$ cat config.mk
export PLATFORM = sky130hd
export DESIGN_NAME = mep_front
export DESIGN_NICKNAME = d
export VERILOG_FILES = /design/src/mep_pkg.sv /design/src/mep_front.sv
export SDC_FILE = /design/constraint.sdc
export NUM_CORES = 2
export LEC_CHECK = 0
export ABC_AREA = 1
export BUFFER_PORTS_ARGS = -buffer_cell sky130_fd_sc_hd__buf_2
export CORE_MARGIN = 2
export CORE_UTILIZATION = 58
export CTS_CLUSTER_DIAMETER = 100
export DETAILED_ROUTE_END_ITERATION = 8
export HOLD_SLACK_MARGIN = 0.05
export PLACE_DENSITY = 0.79
export SETUP_SLACK_MARGIN = 0.4
export SLEW_MARGIN = 20
export SYNTH_ARGS = -nofsm -noshare
export SYNTH_HDL_FRONTEND = slang
export SYNTH_SLANG_ARGS = --single-unit
$ cat constraint.sdc
create_clock -name clk -period 6.5 [get_ports clk]
set_clock_uncertainty 0.2 [all_clocks]
set_input_delay 0.325 -clock clk [delete_from_list [all_inputs] [get_ports clk]]
set_output_delay 0.325 -clock clk [all_outputs]
set_load 0.1 [all_outputs]
$ cat src/mep_pkg.sv
// Shared types and constants for the Mandelbrot escape-time pixel block.
`timescale 1ns / 1ps
package mep_pkg;
  localparam int FracBits = 24;
  localparam int ValueWidth = 40;
  localparam int CoordWidth = 12;
  localparam int ProdWidth = 2 * ValueWidth;
  localparam logic signed [ValueWidth-1:0] Vmax = {1'b0, {(ValueWidth-1){1'b1}}};

  localparam logic [2:0] RegCenterCol = 3'd0;
  localparam logic [2:0] RegCenterRow = 3'd1;
  localparam logic [2:0] RegStepSize = 3'd2;
  localparam logic [2:0] RegEscapeLimit = 3'd3;
  localparam logic [2:0] RegInnerLimit = 3'd4;
  localparam logic [2:0] RegMaxIterations = 3'd5;

  localparam logic [1:0] ClassBlack = 2'd0;
  localparam logic [1:0] ClassPink = 2'd1;
  localparam logic [1:0] ClassBlue = 2'd2;

  typedef struct packed {
    logic [CoordWidth-1:0] pixel_col;
    logic [CoordWidth-1:0] pixel_row;
  } in_beat_t;

  typedef struct packed {
    logic [1:0] color_class;
    logic [23:0] pixel_rgb;
    logic [16:0] iteration_count;
  } out_beat_t;

  // Mapped point handed from the front to the iteration engine.
  typedef struct packed {
    logic signed [ValueWidth-1:0] cr;
    logic signed [ValueWidth-1:0] ci;
  } point_t;

  typedef enum logic [2:0] {
    ST_IDLE, ST_MUL_LO, ST_MUL_HI, ST_CHECK, ST_UPDATE, ST_DONE
  } iter_state_t;

  // Saturate a wide signed value to +-Vmax.
  function automatic logic signed [ValueWidth-1:0] sat_wide(
      input logic signed [ValueWidth+1:0] v);
    logic signed [ValueWidth+1:0] hi;
    logic signed [ValueWidth+1:0] lo;
    hi = {{2{1'b0}}, Vmax};
    lo = -hi;
    if (v > hi) return Vmax;
    else if (v < lo) return -Vmax;
    else return v[ValueWidth-1:0];
  endfunction

  function automatic logic signed [ValueWidth-1:0] sat_add(
      input logic signed [ValueWidth-1:0] a, input logic signed [ValueWidth-1:0] b);
    return sat_wide({{2{a[ValueWidth-1]}}, a} + {{2{b[ValueWidth-1]}}, b});
  endfunction

  function automatic logic [ValueWidth-1:0] abs_val(input logic signed [ValueWidth-1:0] a);
    return a[ValueWidth-1] ? ValueWidth'(-a) : a;
  endfunction

  // Truncate a product magnitude by FracBits, saturate and apply the sign.
  function automatic logic signed [ValueWidth-1:0] fx_scale(
      input logic [ProdWidth-1:0] mag, input logic neg);
    logic [ProdWidth-1:0] sh;
    logic [ValueWidth-1:0] m;
    sh = mag >> FracBits;
    if (sh > ProdWidth'(Vmax)) m = Vmax;
    else m = sh[ValueWidth-1:0];
    return neg ? ValueWidth'(-m) : m;
  endfunction
endpackage

$ cat src/mep_front.sv
// Front: accepts a pixel, maps it to a complex point and queues it.
`timescale 1ns / 1ps
module mep_front (
  input  logic clk,
  input  logic rst,
  input  logic push,
  output logic full,
  input  mep_pkg::in_beat_t in_beat,
  input  logic [mep_pkg::CoordWidth-1:0] center_col,
  input  logic [mep_pkg::CoordWidth-1:0] center_row,
  input  logic [23:0] step_size,
  output logic q_valid,
  input  logic q_take,
  output mep_pkg::point_t q_point
);
  localparam int DiffW = mep_pkg::CoordWidth + 1;
  localparam int MulW = 24 + DiffW;

  // Stage: mapped point registers (one multiply each)
  logic stg_valid;
  mep_pkg::point_t stg_point;
  logic signed [DiffW-1:0] dcol;
  logic signed [DiffW-1:0] drow;
  logic signed [MulW-1:0] pcol;
  logic signed [MulW-1:0] prow;
  logic signed [mep_pkg::ValueWidth+1:0] pcol_x;
  logic signed [mep_pkg::ValueWidth+1:0] prow_x;
  logic stg_take;

  // Two-entry queue to the engine
  mep_pkg::point_t qmem [2];
  logic [1:0] qcount;
  logic qrd;
  logic qwr;

  assign dcol = $signed({1'b0, in_beat.pixel_col}) - $signed({1'b0, center_col});
  assign drow = $signed({1'b0, in_beat.pixel_row}) - $signed({1'b0, center_row});
  assign pcol = $signed({1'b0, step_size}) * dcol;
  assign prow = $signed({1'b0, step_size}) * drow;
  assign pcol_x = (mep_pkg::ValueWidth + 2)'(pcol);
  assign prow_x = (mep_pkg::ValueWidth + 2)'(prow);

  assign stg_take = stg_valid && (qcount != 2'd2);
  assign full = stg_valid && !stg_take;

  // Hold the mapped point until the queue has room
  always_ff @(posedge clk) begin
    if (rst) begin
      stg_valid <= 1'b0;
    end else if (push && !full) begin
      stg_valid <= 1'b1;
    end else if (stg_take) begin
      stg_valid <= 1'b0;
    end
  end

  always_ff @(posedge clk) begin
    if (push && !full) begin
      stg_point.cr <= mep_pkg::sat_wide(pcol_x);
      stg_point.ci <= mep_pkg::sat_wide(prow_x);
    end
  end

  assign q_valid = (qcount != 2'd0);
  assign q_point = qmem[qrd];

  // Advance queue pointers and count
  always_ff @(posedge clk) begin
    if (rst) begin
      qcount <= 2'd0;
      qrd <= 1'b0;
      qwr <= 1'b0;
    end else begin
      if (stg_take) qwr <= ~qwr;
      if (q_take && q_valid) qrd <= ~qrd;
      qcount <= qcount + {1'b0, stg_take} - {1'b0, q_take && q_valid};
    end
  end

  always_ff @(posedge clk) begin
    if (stg_take) qmem[qwr] <= stg_point;
  end
endmodule

-- Yosys cells after proc, flatten, opt, wreduce, memory -nomap -nowiden
Memory sizes are Yosys's and may differ from the RTL's. A register that Yosys moved wholly into a read port is not among the register bits.
Cells that the tools add are included.
- bits in registers: 85
- memory bits (writable): 160
- input bits: 76
- output and inout bits: 82
- logic and storage cells: 40
- memories kept: 1
- add/subtract/negate cells: 4
- multipliers: 2
- magnitude comparators: 4
- equal/unequal tests: 1
- muxes and demuxes: 8
- bitwise operators: 2
- reductions and logical operators: 10
- memories (memory ; depth ; width ; rd ports ; clocked after Yosys merged registers in ; wr ports ; RTL line ; source):
    qmem ; 2 ; 80 ; 1 ; 1 ; 1 ; mep_front.sv:31 ; mep_pkg::point_t qmem [2];
- operators by type and width (operator ; count):
    > comparator 37 x 40 -> 1 bit, second input constant ; 2
    < comparator 37 x 40 -> 1 bit, second input constant ; 2
    2-to-1 mux 40 bit ; 2
    multiplier 25 x 13 -> 37 bit ; 2
    subtractor 12 x 12 -> 13 bit ; 2
    2-to-1 mux 1 bit ; 6
    logical AND 1 bit ; 4
    nonzero test 2 bit ; 2
    OR reduction 2 bit ; 2
    adder 2 x 1 -> 2 bit ; 1
    zero test 1 bit ; 2
    != test 2 bit, second input constant ; 1
    inverter 1 bit ; 2
    subtractor 2 x 1 -> 2 bit ; 1

-- Longest topological paths before layout
- depth after elaboration: 7
- depth in mapped cells: 37
- depth with buffers taken out: 36

-- Least setup slack after synthesis
Ideal clock, no wire load.
- kind: in2reg
- start: in in_beat[0] (netlist bit)
- end: reg stg_point[26] (netlist bit), data pin
- library setup time: 253 ps
- arrival: 6041 ps
- required time: 6047 ps
- setup slack: 6 ps
- stages on the path: 32
- path buffers: 1
- path through: inv_1 > ha_1 > fa_1 > inv_1 > nand3_1 > nand2_1 > inv_1 > nor2_1 > nor2_1 > nand2_1 > nand2_1 > inv_1 > buf_6 > nand2_1 > fa_1 > fa_1 > inv_1 > fa_1 > fa_1 > fa_1 > inv_1 > fa_1 > inv_1 > ha_1 > nand2_1 > inv_1 > a21oi_1 > nor2_1 > o21ai_0 > nand3_1 > nand2_1 > nand2_1
- longest elaborated chain between the ends: 4
- elaborated cells between the ends (all ways): 5
- those cells by class: 1 x add/sub; 1 x mul; 2 x order compare; 1 x mux
- RTL lines (item ; RTL line ; source):
    start: declaration ; mep_front.sv:8 ; input mep_pkg::in_beat_t in_beat,
    subtractor 12 x 12 -> 13 bit * ; mep_front.sv:37 ; assign drow = $signed({1'b0, in_beat.pixel_row}) - $signed({1'b0, center_row});
    multiplier 25 x 13 -> 37 bit * ; mep_front.sv:39 ; assign prow = $signed({1'b0, step_size}) * drow;
    < comparator 37 x 40 -> 1 bit ; mep_pkg.sv:50 ; else if (v < lo) return -Vmax;
    2-to-1 mux 40 bit ; mep_pkg.sv:50 ;
    end: declaration ; mep_front.sv:21 ; mep_pkg::point_t stg_point;
Every way passes the cells marked *; elsewhere a longest branch is shown, timed or not.
A chain may end at the register's enable or synchronous reset.

-- Worst setup path after layout
- start: in in_beat[17] (netlist bit)
- end: reg stg_point[57] (netlist bit), data pin
- longest elaborated chain between the ends: 4
- elaborated cells between the ends (all ways): 5
- those cells by class: 1 x add/sub; 1 x mul; 2 x order compare; 1 x mux
- RTL lines (item ; RTL line ; source):
    subtractor 12 x 12 -> 13 bit * ; mep_front.sv:36 ; assign dcol = $signed({1'b0, in_beat.pixel_col}) - $signed({1'b0, center_col});
    multiplier 25 x 13 -> 37 bit * ; mep_front.sv:38 ; assign pcol = $signed({1'b0, step_size}) * dcol;
    < comparator 37 x 40 -> 1 bit ; mep_pkg.sv:50 ;
    2-to-1 mux 40 bit ; mep_pkg.sv:50 ;
Marked as above.

==> results.tsv <==
stage	metric	value	unit
timing	final setup violation count	0	
global_routing	antenna violations before repair	4	
routing	vias per cell	5.56	
hold_path	Hold WC Path Type	register to register	
routing	DRC	10	
timing	f_max	159	MHz
critical_path	Crit path max-delay family	adder cells	
synth	Synth Warn #	0	
timing	Tmin final	6.28	ns
global_routing	Total GRT Usage	29.6	%
global_routing	met2 usage	47.9	%
critical_path	Crit Path Class	input pin to register	
synth	Yosys top cell area share	31.8	%
global_routing	met3 usage	7.66	%
finish	layout cells sized above 1	25.0	%
synth	Synth area leader	fa_1	
clock_tree	Reg clk slew, reported paths	0.07	ns
global_routing	first-pass GRT wire length	126000	um
die	Die ar.	54700	um2
synth	synthesized area	30600	um2
critical_path	Startpoint Class	input pin	
placement	IO Port Bufs	157	
synth	Area contributors post-synth	fa_1, edfxtp_1, ha_1, nand2_1, inv_1	
routing	post-route antenna net violation count	0	
timing	Max-slew headroom	28.2	%
critical_path	CP peak stage delay	0.60	ns
clock_tree	CTS Sinks	228	
die	Starting Density	58.5	%
critical_path	WP data arrival	6.36	ns
global_routing	total gr overflow	0	
flow_run	max-cap viol count	0	
finish	Filler Cell Count	3743	
critical_path	CP max-delay cell	fa_1	
finish	synth-to-layout area growth	21.2	%
routing	Post-Route WL	84100	um
clock_tree	CTS root buffer	clkbuf_16	
clock_tree	worst-case clock buffer depth	3	
routing	routed len/inst	18.6	um
clock_tree	clk_lat worst skew	0.53	ns
global_routing	gr busiest metal	met2	
hold_path	hold path start	stg_point[60]	
critical_path	Critical Path Fanout Max	5	
placement	DP Cell Count	4446	
timing	Final Max Slew Viols	0	
global_routing	met1 usage	38.8	%
synth	#FFs+latches synth	228	
global_routing	vias in the first global route	25200	
die	Ports	158	
synth	syn_nets	4245	
timing	Final period util	96.6	%
timing	Worst-Margin Slew	1.08	ns
finish	fin util	70.9	%
synth	Mapped Cells	3429	
die	Rows	84	
die	die height	234	um
critical_path	buffers plus inverters on the worst setup path	10	
clock_tree	CTS tree	yes	
routing	Pre-antenna DRT Iters	9	
global_routing	pin count of the biggest net entering global routing	75	
routing	via count of the routed design	25200	
critical_path	CP startpoint	in_beat[17]	
synth	post-synthesis sequential area ratio	22.2	%
timing	unrepaired setup endpoints after global routing	true	
placement	DP HPWL	63200	um
status	failing checks	design-rule violations	
placement	Placer Congestion	0.983	
critical_path	Critical Path End Type	register	
clock_tree	CTS HTree Levels	1	
synth	syn_area_per_cell	8.93	um2
critical_path	FF-to-FF Start	qcount[0]	
finish	# nets final	4638	
die	core area	52300	um2
timing	Fin Setup TNS	0	ns
die	die outline width	234	um
clock_tree	CTS buffer count	22	
status	status	finished with violations	
timing	final-report hold violation count	0	
critical_path	Worst path most repeated cell	fa_1	
finish	final cell count without fillers	4529	
critical_path	CP Data Required Time	6.58	ns
routing	1st-iter DRT viols	2335	
synth	Yosys cell types	43	
==> placed cells by master, fill, tap and decap left out, drive strengths merged, types with 8 or more instances in the layout <==
| cell | instances |
|---|---|
| nand3 | 227 |
| a21oi | 59 |
| nand4 | 18 |
| or2 | 12 |
| buf | 471 |
| o21ai | 10 |
| mux2 | 74 |
| ha | 254 |
| clkbuf | 39 |
| nor3 | 16 |
| edfxtp | 222 |
| fa | 486 |
| nor4 | 8 |
| nand2 | 848 |
| o21bai | 9 |
| xor2 | 26 |
| inv | 691 |
| nor2 | 318 |
==> cell usage after synthesis, drive strengths merged <==
cell type  count
o21ai         10
clkinv         2
a21o           5
edfxtp       222
o21bai         9
nand2        848
mux2          74
inv          692
a21oi         59
nand3        227
dfxtp          6
buf           51
nor4           8
clkbuf        61
fa           486
nor3b          1
or2           12
ha           254
xnor2          7
and2           6
nand3b         7
nand4         18
o211ai         2
and3           2
nor3          16
xor2          26
nor2         318
==> metal layers <==
| metal | vias to the layer above | share of wire [%] |
|---|---|---|
| met3 | 318 | 12 |
| li1 | 11300 | - |
| met5 | - | 0.054 |
| met4 | 8 | 4.2 |
| met2 | 1400 | 47 |
| met1 | 12200 | 37 |
==> cell type report <==
| class | instances | area [um2] | area share [%] |
|---|---|---|---|
| multi-input combinational | 2395 | 22400 | 60.3 |
| sequential | 228 | 6790 | 18.3 |
| timing repair buffer | 481 | 3740 | 10.1 |
| inverter | 694 | 2630 | 7.07 |
| tap | 688 | 861 | 2.32 |
| clock buffer | 33 | 623 | 1.68 |
| clock inverter | 7 | 91.3 | 0.246 |
| antenna | 3 | 7.51 | 0.0202 |
==> worst reg2reg max path, cell delays in order (launching register included) <==
cell and delay (ns):
dfxtp_1 0.34, inv_1 0.07, a21oi_1 0.23, inv_1 0.16, nor2_4 0.46, buf_4 0.56
==> logic make-up after synthesis <==
kind of cell | Yosys count | synth area share [%]
AND/OR/NAND/NOR | 1463 | 20.0
buffers and inverters | 806 | 10.4
adder cells (fa/ha/maj) | 740 | 42.1
flip-flops | 228 | 22.2
AO/OA/AOI/OAI | 85 | 1.61
multiplexers | 74 | 2.72
XOR/XNOR | 33 | 0.944
==> path summary, 6_finish.rpt <==
check	end	slack (ns)	cells past startpoint
max	stg_point[57]	0.22	28
min	qmem[1][60]	0.23	0
max reg2reg	qmem[0][72]	4.05	5
min reg2reg	qmem[1][60]	0.23	0
==> registers in the layout (all words and copies together), names as in the netlist, named ones only <==
name       flops
qmem         148
stg_valid      1
qrd            1
qcount         2
stg_point     74
qwr            1
==> repair_timing <==
action,4_1_cts,5_1_grt
gates resized for setup,10,358
gates cloned,0,6
buffers inserted,1,27
hold endpoints to repair,6,0
setup endpoints to repair,8,52
hold buffers,4,0
pin swaps,0,150
==> metrics by stage <==
stage                     setup WS, ns  hold slack (ns)  area (um2)
after global routing            0.0282            0.256       37100
final                            0.221            0.232       37100
after CTS                        0.359            0.232       35000
after global placement          -0.147            0.222       34200
after detailed placement        -0.293            0.229       34200
after floorplan                  0.404            0.194       30800
Power is not shown: default switching activity piles up to over one toggle a cycle in this logic, so the estimate is an artifact.
